### src/rtl/core/mkd_pkg.sv
// ----------------------------------------------------------------------------
// mkd_pkg
// Shared types, constants and the letter table of the Morse key decoder.
// ----------------------------------------------------------------------------
package mkd_pkg;

  // Field widths
  localparam int unsigned CountWidth   = 16;
  localparam int unsigned LengthWidth  = 4;
  localparam int unsigned PatternWidth = 8;
  localparam int unsigned LetterWidth  = 5;
  localparam int unsigned CfgIdxWidth  = 2;

  // Symbol length cap default
  localparam int unsigned MaxElementsDef = 8;

  // Configuration register indexes
  localparam logic [CfgIdxWidth-1:0] CfgDashThreshold = 2'd0;
  localparam logic [CfgIdxWidth-1:0] CfgLetterGap     = 2'd1;
  localparam logic [CfgIdxWidth-1:0] CfgWordGap       = 2'd2;

  // Configuration reset values
  localparam logic [CountWidth-1:0] DashThresholdRst = 16'd300;
  localparam logic [CountWidth-1:0] LetterGapRst     = 16'd700;
  localparam logic [CountWidth-1:0] WordGapRst       = 16'd1500;

  // Letter codes
  localparam int unsigned            LetterCount   = 26;
  localparam logic [LetterWidth-1:0] UnknownLetter = 5'd26;
  localparam logic [LengthWidth-1:0] MaxLookupLen  = 4'd4;

  // Element count and pattern (bit i = element i, 1 = dash) for A to Z
  localparam logic [LengthWidth-1:0] CodeLen [LetterCount] = '{
    4'd2, 4'd4, 4'd4, 4'd3, 4'd1, 4'd4, 4'd3, 4'd4, 4'd2, 4'd4, 4'd3, 4'd4, 4'd2,
    4'd2, 4'd3, 4'd4, 4'd4, 4'd3, 4'd3, 4'd1, 4'd3, 4'd4, 4'd3, 4'd4, 4'd4, 4'd4
  };
  localparam logic [PatternWidth-1:0] CodeBits [LetterCount] = '{
    8'd2, 8'd1, 8'd5, 8'd1, 8'd0, 8'd4, 8'd3, 8'd0, 8'd0, 8'd14, 8'd5, 8'd2, 8'd3,
    8'd1, 8'd7, 8'd6, 8'd11, 8'd2, 8'd0, 8'd1, 8'd4, 8'd8, 8'd6, 8'd9, 8'd13, 8'd3
  };

  // Event kinds
  typedef enum logic [1:0] {
    EVT_DOT    = 2'd0,
    EVT_DASH   = 2'd1,
    EVT_LETTER = 2'd2,
    EVT_SPACE  = 2'd3
  } mkd_event_e;

  // Configuration registers as seen by the timing logic
  typedef struct packed {
    logic [CountWidth-1:0] dash_threshold;
    logic [CountWidth-1:0] letter_gap;
    logic [CountWidth-1:0] word_gap;
  } mkd_cfg_t;

  // One result
  typedef struct packed {
    mkd_event_e                kind;
    logic [LetterWidth-1:0]    letter;
    logic [LengthWidth-1:0]    length;
    logic [PatternWidth-1:0]   pattern;
  } mkd_event_t;

endpackage

### src/rtl/core/mkd_if.sv
// ----------------------------------------------------------------------------
// mkd_if
// Request channels of the Morse key decoder: key samples, events, config.
// ----------------------------------------------------------------------------

// Key sample channel
interface mkd_key_if
  import mkd_pkg::*;
();
  logic valid;
  logic ready;
  logic key_down;

  modport source (output valid, output key_down, input ready);
  modport sink   (input valid, input key_down, output ready);
endinterface

// Event channel
interface mkd_evt_if
  import mkd_pkg::*;
();
  logic                    valid;
  logic                    ready;
  logic [1:0]              event_kind;
  logic [LetterWidth-1:0]  letter_code;
  logic [LengthWidth-1:0]  symbol_length;
  logic [PatternWidth-1:0] symbol_pattern;

  modport source (output valid, output event_kind, output letter_code,
                  output symbol_length, output symbol_pattern, input ready);
  modport sink   (input valid, input event_kind, input letter_code,
                  input symbol_length, input symbol_pattern, output ready);
endinterface

// Configuration write channel
interface mkd_cfg_if
  import mkd_pkg::*;
();
  logic                   valid;
  logic                   ready;
  logic [CfgIdxWidth-1:0] index;
  logic [CountWidth-1:0]  data;

  modport source (output valid, output index, output data, input ready);
  modport sink   (input valid, input index, input data, output ready);
endinterface

### src/rtl/core/morse_key_decoder_core.sv
// ----------------------------------------------------------------------------
// morse_key_decoder_core
// Decodes a sampled Morse key into dot, dash, letter and space events.
// ----------------------------------------------------------------------------
// The block takes one key sample per cycle, back to back, unless the key
// channel stalls, and gives at most one event per sample. A sample accepted
// at a clock edge is held in the sample register. The timing update for it
// runs once the event register can move on: it holds the press and gap
// counters and the pending symbol, and it does the A to Z lookup. The event
// is loaded into the event register at the end of that update and is offered
// from there. A new sample is accepted whenever the sample register is empty
// or the event register can move on. The key channel stalls only when both
// registers are full and the waiting event is not taken. Configuration
// writes are taken at any time and apply from the next timing update.
module morse_key_decoder_core
  import mkd_pkg::*;
#(
  parameter int unsigned MaxElements = MaxElementsDef
) (
  input  logic       clk_i,
  input  logic       rst_ni,
  mkd_key_if.sink    key_i,
  mkd_cfg_if.sink    cfg_i,
  mkd_evt_if.source  evt_o
);

  logic       smp_valid_q;
  logic       smp_key_q;
  logic       out_valid_q, out_valid_d;
  mkd_event_t out_q;
  logic       advance;
  logic       step;
  logic       evt_valid;
  mkd_event_t evt;
  mkd_cfg_t   cfg_q;

  // Configuration registers
  assign cfg_i.ready = 1'b1;

  always_ff @(posedge clk_i or negedge rst_ni) begin
    if (!rst_ni) begin
      cfg_q.dash_threshold <= DashThresholdRst;
      cfg_q.letter_gap     <= LetterGapRst;
      cfg_q.word_gap       <= WordGapRst;
    end else if (cfg_i.valid) begin
      unique case (cfg_i.index)
        CfgDashThreshold: cfg_q.dash_threshold <= cfg_i.data;
        CfgLetterGap:     cfg_q.letter_gap     <= cfg_i.data;
        CfgWordGap:       cfg_q.word_gap       <= cfg_i.data;
        default: ;
      endcase
    end
  end

  // Pipeline control: the event stage moves when it is empty or drained
  assign advance     = !out_valid_q || evt_o.ready;
  assign key_i.ready = !smp_valid_q || advance;
  assign step        = smp_valid_q && advance;
  assign out_valid_d = advance ? evt_valid : out_valid_q;

  // Sample register
  always_ff @(posedge clk_i or negedge rst_ni) begin
    if (!rst_ni) begin
      smp_valid_q <= 1'b0;
    end else if (key_i.ready) begin
      smp_valid_q <= key_i.valid;
    end
  end

  always_ff @(posedge clk_i) begin
    if (key_i.valid && key_i.ready) begin
      smp_key_q <= key_i.key_down;
    end
  end

  mkd_timing #(
    .MaxElements (MaxElements)
  ) u_timing (
    .clk_i       (clk_i),
    .rst_ni      (rst_ni),
    .step_i      (step),
    .key_down_i  (smp_key_q),
    .cfg_i       (cfg_q),
    .evt_valid_o (evt_valid),
    .evt_o       (evt)
  );

  // Event register
  always_ff @(posedge clk_i or negedge rst_ni) begin
    if (!rst_ni) begin
      out_valid_q <= 1'b0;
    end else begin
      out_valid_q <= out_valid_d;
    end
  end

  always_ff @(posedge clk_i) begin
    if (advance && evt_valid) begin
      out_q <= evt;
    end
  end

  assign evt_o.valid          = out_valid_q;
  assign evt_o.event_kind     = out_q.kind;
  assign evt_o.letter_code    = out_q.letter;
  assign evt_o.symbol_length  = out_q.length;
  assign evt_o.symbol_pattern = out_q.pattern;

endmodule

### src/rtl/core/mkd_letter_lut.sv
// ----------------------------------------------------------------------------
// mkd_letter_lut
// Maps a pending symbol (element count and dash pattern) to a letter code.
// ----------------------------------------------------------------------------
module mkd_letter_lut
  import mkd_pkg::*;
(
  input  logic [LengthWidth-1:0]  len_i,
  input  logic [PatternWidth-1:0] pattern_i,
  output logic [LetterWidth-1:0]  code_o
);

  logic found;

  // Compare against every table entry; codes are unique so the first hit wins
  always_comb begin
    found  = 1'b0;
    code_o = UnknownLetter;
    if (len_i <= MaxLookupLen) begin
      for (int i = 0; i < LetterCount; i++) begin
        if (!found && CodeLen[i] == len_i && CodeBits[i] == pattern_i) begin
          found  = 1'b1;
          code_o = LetterWidth'(i);
        end
      end
    end
  end

endmodule

### src/rtl/core/mkd_timing.sv
// ----------------------------------------------------------------------------
// mkd_timing
// Press and gap timing, symbol assembly and event generation per key sample.
// ----------------------------------------------------------------------------
module mkd_timing
  import mkd_pkg::*;
#(
  parameter int unsigned MaxElements = MaxElementsDef
) (
  input  logic       clk_i,
  input  logic       rst_ni,
  input  logic       step_i,
  input  logic       key_down_i,
  input  mkd_cfg_t   cfg_i,
  output logic       evt_valid_o,
  output mkd_event_t evt_o
);

  localparam int unsigned LenCapInt = (MaxElements > 15) ? 15 : MaxElements;
  localparam logic [LengthWidth-1:0] LenCap = LengthWidth'(LenCapInt);
  localparam logic [CountWidth-1:0]  SatMax = '1;

  logic                    key_held_q, key_held_d;
  logic [CountWidth-1:0]   press_q, press_d;
  logic [CountWidth-1:0]   idle_q, idle_d;
  logic [LengthWidth-1:0]  len_q, len_d;
  logic [PatternWidth-1:0] pat_q, pat_d;
  logic                    letter_done_q, letter_done_d;
  logic                    space_done_q, space_done_d;

  logic [CountWidth-1:0]   press_inc;
  logic [CountWidth-1:0]   idle_inc;
  logic                    is_dash;
  logic [LetterWidth-1:0]  letter_code;

  // Saturating increments and element classification
  assign press_inc = (press_q == SatMax) ? SatMax : press_q + 16'd1;
  assign idle_inc  = (idle_q == SatMax) ? SatMax : idle_q + 16'd1;
  assign is_dash   = (press_inc >= cfg_i.dash_threshold);

  mkd_letter_lut u_lut (
    .len_i     (len_q),
    .pattern_i (pat_q),
    .code_o    (letter_code)
  );

  // Advance the timing state for one sample and form its event
  always_comb begin
    key_held_d    = key_held_q;
    press_d       = press_q;
    idle_d        = idle_q;
    len_d         = len_q;
    pat_d         = pat_q;
    letter_done_d = letter_done_q;
    space_done_d  = space_done_q;
    evt_valid_o   = 1'b0;
    evt_o.kind    = EVT_DOT;
    evt_o.letter  = '0;

    if (step_i) begin
      if (key_down_i) begin
        if (!key_held_q) begin
          key_held_d    = 1'b1;
          press_d       = '0;
          letter_done_d = 1'b0;
          space_done_d  = 1'b0;
        end else begin
          press_d = press_inc;
        end
      end else if (key_held_q) begin
        // Release: append a dot or dash, dropping elements beyond the cap
        key_held_d = 1'b0;
        idle_d     = '0;
        if (len_q < LenCap) begin
          if (!len_q[LengthWidth-1]) begin
            pat_d[len_q[2:0]] = pat_q[len_q[2:0]] | is_dash;
          end
          len_d = len_q + 4'd1;
        end
        evt_valid_o = 1'b1;
        evt_o.kind  = is_dash ? EVT_DASH : EVT_DOT;
      end else begin
        idle_d = idle_inc;
        if (len_q != '0 && !letter_done_q && idle_inc > cfg_i.letter_gap) begin
          len_d         = '0;
          pat_d         = '0;
          letter_done_d = 1'b1;
          evt_valid_o   = 1'b1;
          evt_o.kind    = EVT_LETTER;
          evt_o.letter  = letter_code;
        end else if (letter_done_q && !space_done_q && idle_inc > cfg_i.word_gap) begin
          space_done_d = 1'b1;
          evt_valid_o  = 1'b1;
          evt_o.kind   = EVT_SPACE;
        end
      end
    end

    evt_o.length  = len_d;
    evt_o.pattern = pat_d;
  end

  // Hold the timing state
  always_ff @(posedge clk_i or negedge rst_ni) begin
    if (!rst_ni) begin
      key_held_q    <= 1'b0;
      press_q       <= '0;
      idle_q        <= '0;
      len_q         <= '0;
      pat_q         <= '0;
      letter_done_q <= 1'b0;
      space_done_q  <= 1'b0;
    end else begin
      key_held_q    <= key_held_d;
      press_q       <= press_d;
      idle_q        <= idle_d;
      len_q         <= len_d;
      pat_q         <= pat_d;
      letter_done_q <= letter_done_d;
      space_done_q  <= space_done_d;
    end
  end

endmodule

### src/flat_wrapper.sv
// flat-port wrapper written by rule: the top's interface ports become plain ports
module morse_key_decoder_core_flat import mkd_pkg::*;
#(
  parameter int unsigned MaxElements = MaxElementsDef
)
  (clk_i, rst_ni, key_i_valid, key_i_key_down, key_i_ready, cfg_i_valid, cfg_i_index, cfg_i_data, cfg_i_ready, evt_o_valid, evt_o_event_kind, evt_o_letter_code, evt_o_symbol_length, evt_o_symbol_pattern, evt_o_ready);
  mkd_key_if key_i_i ();
  mkd_cfg_if cfg_i_i ();
  mkd_evt_if evt_o_i ();
  input  logic clk_i;
  input  logic rst_ni;
  input wire logic [$bits(key_i_i.valid)-1:0] key_i_valid;
  input wire logic [$bits(key_i_i.key_down)-1:0] key_i_key_down;
  output wire logic [$bits(key_i_i.ready)-1:0] key_i_ready;
  input wire logic [$bits(cfg_i_i.valid)-1:0] cfg_i_valid;
  input wire logic [$bits(cfg_i_i.index)-1:0] cfg_i_index;
  input wire logic [$bits(cfg_i_i.data)-1:0] cfg_i_data;
  output wire logic [$bits(cfg_i_i.ready)-1:0] cfg_i_ready;
  output wire logic [$bits(evt_o_i.valid)-1:0] evt_o_valid;
  output wire logic [$bits(evt_o_i.event_kind)-1:0] evt_o_event_kind;
  output wire logic [$bits(evt_o_i.letter_code)-1:0] evt_o_letter_code;
  output wire logic [$bits(evt_o_i.symbol_length)-1:0] evt_o_symbol_length;
  output wire logic [$bits(evt_o_i.symbol_pattern)-1:0] evt_o_symbol_pattern;
  input wire logic [$bits(evt_o_i.ready)-1:0] evt_o_ready;
  assign key_i_i.valid = key_i_valid;
  assign key_i_i.key_down = key_i_key_down;
  assign key_i_ready = key_i_i.ready;
  assign cfg_i_i.valid = cfg_i_valid;
  assign cfg_i_i.index = cfg_i_index;
  assign cfg_i_i.data = cfg_i_data;
  assign cfg_i_ready = cfg_i_i.ready;
  assign evt_o_valid = evt_o_i.valid;
  assign evt_o_event_kind = evt_o_i.event_kind;
  assign evt_o_letter_code = evt_o_i.letter_code;
  assign evt_o_symbol_length = evt_o_i.symbol_length;
  assign evt_o_symbol_pattern = evt_o_i.symbol_pattern;
  assign evt_o_i.ready = evt_o_ready;
  morse_key_decoder_core #(.MaxElements(MaxElements)) u_core (.clk_i(clk_i), .rst_ni(rst_ni), .key_i(key_i_i), .cfg_i(cfg_i_i), .evt_o(evt_o_i));
endmodule
### config.mk
export PLATFORM = sky130hd
export DESIGN_NAME = morse_key_decoder_core_flat
export DESIGN_NICKNAME = d
export VERILOG_FILES = /design/src/rtl/core/mkd_pkg.sv /design/src/rtl/core/mkd_if.sv /design/src/rtl/core/morse_key_decoder_core.sv /design/src/rtl/core/mkd_letter_lut.sv /design/src/rtl/core/mkd_timing.sv /design/src/flat_wrapper.sv
export SDC_FILE = /design/constraint.sdc
export NUM_CORES = 1
export LEC_CHECK = 0
export BUFFER_PORTS_ARGS = -buffer_cell sky130_fd_sc_hd__buf_2
export CAP_MARGIN = 40
export CORE_AREA = 2 2 159 161
export CTS_CLUSTER_SIZE = 10
export DETAILED_ROUTE_END_ITERATION = 12
export DIE_AREA = 0 0 161 163
export SLEW_MARGIN = 20
export SYNTH_ARGS = -nofsm -noshare
export SYNTH_HDL_FRONTEND = slang
export SYNTH_SLANG_ARGS = --single-unit
### constraint.sdc
create_clock -name clk_i -period 14.3 [get_ports clk_i]
set_clock_uncertainty 0.15 [all_clocks]
set_input_delay 2.145 -clock clk_i [delete_from_list [all_inputs] [get_ports clk_i]]
set_output_delay 2.145 -clock clk_i [all_outputs]
set_load 0.1 [all_outputs]
## Yosys cells after proc, flatten, opt, wreduce, memory -nomap -nowiden

Index checks and enable logic that the tools add are counted.

| storage, ports and cells | value |
|---|---|
| register bits after elaboration | 117 |
| latch bits | 0 |
| bits in writable memories | 0 |
| bits in read-only memories | 0 |
| bits of input ports | 24 |
| word-level logic and storage cells | 277 |
| memories | 0 |

| cells by class | value |
|---|---|
| add/subtract/negate cells | 3 |
| multiply operators | 0 |
| divide/modulo/power cells | 0 |
| magnitude comparators | 7 |
| eq/ne operators | 21 |
| shifts and indexed selects | 0 |
| mux-type cells | 115 |
| bitwise gates (word level) | 6 |
| reduce and logical (&&, ||, !) cells | 106 |

Operator list:

| operator | count |
|---|---|
| 2-to-1 mux 5 bit | 27 |
| 2-to-1 mux 1 bit | 67 |
| 2-to-1 mux 16 bit | 4 |
| logical AND 1 bit | 59 |
| 2-to-1 mux 8 bit | 6 |
| equality test 4 x 8 -> 1 bit, first input constant | 5 |
| adder 16 x 1 -> 16 bit, second input constant | 2 |
| equality test 16 bit, second input constant | 2 |
| equality test 3 x 8 -> 1 bit, first input constant | 4 |
| greater-than comparator 16 bit | 2 |
| logical NOT 1 bit | 29 |
| 2-to-1 mux 4 bit | 5 |
| equality test 2 x 8 -> 1 bit, first input constant | 2 |
| >= comparator 16 bit | 1 |
| AND reduction 2 bit | 5 |
| bitwise mux 8 bit | 1 |
| equality test 1 x 8 -> 1 bit, first input constant | 1 |
| equality test 2 x 4 -> 1 bit, first input constant | 2 |
| logical NOT 8 bit | 1 |
| OR reduction 7 bit | 1 |
| 2-to-1 mux 2 bit | 3 |
| NOT 1 bit | 5 |
| OR reduction 5 bit | 1 |
| adder 4 x 1 -> 4 bit, second input constant | 1 |
| 20 further kinds | 22 |

## Depth between registers and ports, before layout

| depth | value |
|---|---|
| depth after elaboration | 129 |
| gate-level depth with buffers | 16 |
| depth with buffers taken out | 13 |

## By module

Synthesis repeated with hierarchy kept, for this count alone.

| unflattened totals | value |
|---|---|
| cell total of the unflattened synthesis | 737 |
| area, all modules | 7239.4 um^2 |

By module, submodules not included:

| module | instances | cells each | area an instance (um^2) |
|---|---|---|---|
| mkd_timing | 1 | 524 | 4195.3 |
| morse_key_decoder_core | 1 | 133 | 2543.7 |
| mkd_letter_lut | 1 | 80 | 500.5 |

## Worst setup path before layout

No wires, ideal clock.

| timing | value |
|---|---|
| kind | input-to-output |
| start point | input port evt_o_ready |
| end point | output port key_i_ready |
| arrival time | 2.967 ns |
| setup slack | 9.038 ns |
| cell stages on the path | 1 |
| path through | nand3b_1 |

| between the ends | value |
|---|---|
| cells in the longest elaborated chain, start to end | 2 |

RTL lines:

| what | RTL line | text |
|---|---|---|
| from (decl) | flat_wrapper.sv:24 | `input wire logic [$bits(evt_o_i.ready)-1:0] evt_o_ready;` |
| logical OR 1 bit | morse_key_decoder_core.sv:56 | `assign advance = !out_valid_q \|\| evt_o.ready;` |
| logical OR 1 bit | morse_key_decoder_core.sv:57 | `assign key_i.ready = !smp_valid_q \|\| advance;` |
| to (decl) | flat_wrapper.sv:14 | `output wire logic [$bits(key_i_i.ready)-1:0] key_i_ready;` |

No other way between the ends.

## Worst setup path in the final report

Same ends and word-level chain as after synthesis.

==> results.md <==
* Worst-Margin Slew at 0.6821 ns
* Die height at approximately 160 µm
* CP Capture Point: key_i_ready
* Synth Area in Adders at 9.290%
* TritonCTS buffer count at 17
* PostCTS Resize Cnt at 0
* GR Overflow Total at 0
* Die area at 26240 µm²
* TritonCTS clock tree: yes
* Fin Setup TNS at 0 ns
* RSZ-0062 raised after global routing: no
* IO buf count at 44
* Tot GR Track Use at around 15%
* Drt total wl at 18240 µm
* Dpl ws at 9.003 ns
* Initial antenna violation count at 0
* Number of H-tree levels at 4
* Library cells used by synthesis at 67
* RR Endpoint: u_core.evt_o.letter_code[3]
* Post-synthesis mux area share at ~5.9%
* Max_cap viols at 0
* Largest family of logic cells by synthesized area: simple AND/OR/NAND/NOR gates
* Initial drt markers at 434
* Initial Util at 29.48%
* Crit path top cell by count: buf_2
* Hold buffer count at CTS at 0
* Setup crit start kind: input port
* Vias in the first global route at 5817
* Area after DPL at 7846 µm²
* Via density at between 5 and 6
* Post-synthesis compound-gate area fraction at 16.94%
* Synth Flop Type: dfrtp_1
* Fin Hold WS at 0.3518 ns
* Final antenna-violating net count at 0
* Post-CTS setup buffers at 0
* Crit path max-delay cell type: buf_2
* Synthesized area at 7273 µm²
* Register bit total from synthesis at about 120
* First-pass GRT wire length at 30250 µm
* Io pins at 46
* Final worst slack at 9.185 ns
* Die Wd at between 150 and 200 µm
* Syn. warnings at 0
* Post-Synth XOR/XNOR Area at under 10%
* Clock sink count at ~120
* Period Utilization, post-route at 35.77%
* Register area share after synthesis at 41.92%
* Critical path peak fanout at 3
* Largest net degree at the start of global routing at 65
* CP startpoint: evt_o_ready
* Post-synthesis async set-or-reset flop share at 82.91%
* FMAX at 0.1955 GHz
* Worst-Skew Late Latency at 0.42 ns
* Pwr Density at 141.2 nW/µm²
* Mapped Nets at 866
* Share of layout cells above drive strength 1 at 17.40%
* Worst Path Required at 12.01 ns
* Worst EP arrival at 2.82 ns
* Tmin final at 5.115 ns
* Worst R2R Setup Slack at 9.26 ns
* Worst r2r src: u_core.u_timing.idle_q[1]
* Status: finished clean
* Drt wl/cell at 15.60 µm
* Critical Setup Path Class: in2out
* # rows at a little under 60
* R2R cell count at 14
* Vias at 5951
* Post-route cell area at between 8000 and 9000 µm²
* Core Region at 24670 µm²
* Ordered list of cells on the worst path: buf_2 -> nand3b_1 -> buf_2
* Area grow syn2layout at 16.36%
* DRC at 0
* Leakage at 3.747 nW
* Worst setup EP type: primary output
* Commonest cells after routing, fill and taps aside: 85 x nand2_1, 80 x dfrtp_1, 71 x a21oi_1
* Post-synth EDFFs at 20
* GP Congestion at 0.8716
* Clk root buf: clkbuf_16
* Syn_area_per_cell at 9.230 µm²
* Placed wire-length estimate at around 13000 µm
* Slew Viols, Final at 0
* Commonest non-fill, non-tap cell in the layout: nand2_1
* Worst hold path type: reg2reg
* Final Hold Fails at 0
* Clock slew at reported path FFs at 0.05 ns
* Simple-gate share of the synthesized area at 18.51%
* Antenna Diode Count at 0
* Relative slew slack at 53.35%
* Initial DRT Pass Iterations at 5
* Longest Clk Path Bufs at 2
* Endpoints failing setup at 0
* Post-Syn Instances at 788
* Nets at 904
* Peak supply drop at between 0.08 and 0.09 mV
* CP peak stage delay at 0.44 ns
-- logic make-up after synthesis --
family          count (synthesis)
flops                         117
mux                            37
fa+ha+maj                      54
other cells                     1
xor+xnor                       20
simple gates                  264
buf+inv                        96
compound gates                199
-- report_power, final --
part	leakage [nW]	internal, mW	switching [mW]
logic	2.07	0.134	0.206
registers	1.40	0.393	0.0549
clock network	0.272	0.255	0.152
total	3.75	0.782	0.413
-- cells in the mapped netlist (3+ instances only) --
cell	instances	area (µm²)
dfrtp_1	80	2002
dfstp_2	17	446.7
nand2b_1	14	87.58
and3_1	8	50.05
o21ai_1	14	70.07
nand3b_1	4	30.03
and2_1	6	37.54
nor3_1	16	80.08
nor4_1	7	43.79
ha_1	54	675.7
clkbuf_1	34	127.6
a31oi_1	9	56.30
o21a_1	7	52.55
a2111oi_0	5	43.79
nand3_1	38	190.2
xnor2_1	13	113.9
mux2_2	35	394.1
inv_1	58	217.7
edfxtp_1	20	600.6
o21ai_0	34	170.2
o22ai_1	3	18.77
nor2b_1	5	31.28
nand2_1	85	319.1
a32o_1	4	40.04
a211oi_1	7	52.55
a21oi_1	71	355.3
xor2_1	7	61.31
nor2_1	45	168.9
o31ai_1	5	37.54
a21boi_0	3	22.52
o22a_1	7	61.31
nand4_1	10	62.56
a22o_1	8	70.07
and4_1	5	43.79
a21o_1	4	30.03
-- routing by layer --
metal / track usage [%] / wire length (µm)
met1: 19.61 / 8667
met2: 23.02 / 8476
met3: 3.132 / 653
met4: 5.722 / 437
met5: 0 / 0
-- state kept, by name, summed over array words and instances (netlist names) --
| name | cells |
|---|---|
| u_core.u_timing.idle_q | 16 |
| u_core.smp_valid_q | 1 |
| u_core.u_timing.letter_done_q | 1 |
| u_core.evt_o.symbol_length | 4 |
| u_core.u_timing.press_q | 16 |
| u_core.evt_o.event_kind | 2 |
| u_core.u_timing.space_done_q | 1 |
| u_core.smp_key_q | 1 |
| u_core.evt_o.valid | 1 |
| u_core.u_timing.key_held_q | 1 |
| u_core.evt_o.letter_code | 5 |
| u_core.u_timing.pat_q | 8 |
| u_core.u_timing.len_q | 4 |
| u_core.evt_o.symbol_pattern | 8 |
| u_core.cfg_q | 48 |
-- critical path, delay by kind of cell --
family	cells	cell delay, ns
simple gates	1	0.14
buf+inv	2	0.53
-- stage by stage --
stage	util, %	instances	power (mW)
floorplan	-	788	0.6994
global placement	31.62	1129	0.7833
detailed placement	31.80	1133	0.7893
CTS	34.05	1165	1.204
global route	34.30	1169	1.269
finish	34.30	1169	1.195
-- area by class of cell --
| class | count | area (µm²) |
|---|---|---|
| fillers | 2570 | 16210 |
| well taps | 330 | 412.9 |
| repair buffers | 56 | 360.3 |
| clock buffers | 22 | 444.2 |
| inverters | 59 | 221.5 |
| clock inverters | 10 | 110.1 |
| multi-input cells | 575 | 3865 |
| flip-flops and latches | 117 | 3049 |
-- worst min-delay path by stage --
| stage | from | end | slack (ns) | depth (start not counted) |
|---|---|---|---|---|
| 6_report | u_core.cfg_q[30] | u_core.cfg_q[30] | 0.35 | 1 |
| 5_1_grt | u_core.cfg_q[12] | u_core.cfg_q[12] | 0.37 | 1 |
| 4_1_cts | u_core.cfg_q[12] | u_core.cfg_q[12] | 0.36 | 1 |
| 3_5_place_dp | u_core.cfg_q[12] | u_core.cfg_q[12] | 0.34 | 1 |
| 3_3_place_gp | u_core.cfg_q[12] | u_core.cfg_q[12] | 0.34 | 1 |
| 2_1_floorplan | u_core.u_timing.letter_done_q | u_core.u_timing.letter_done_q | 0.31 | 2 |
No activity file was read; power rests on OpenSTA's default activity.
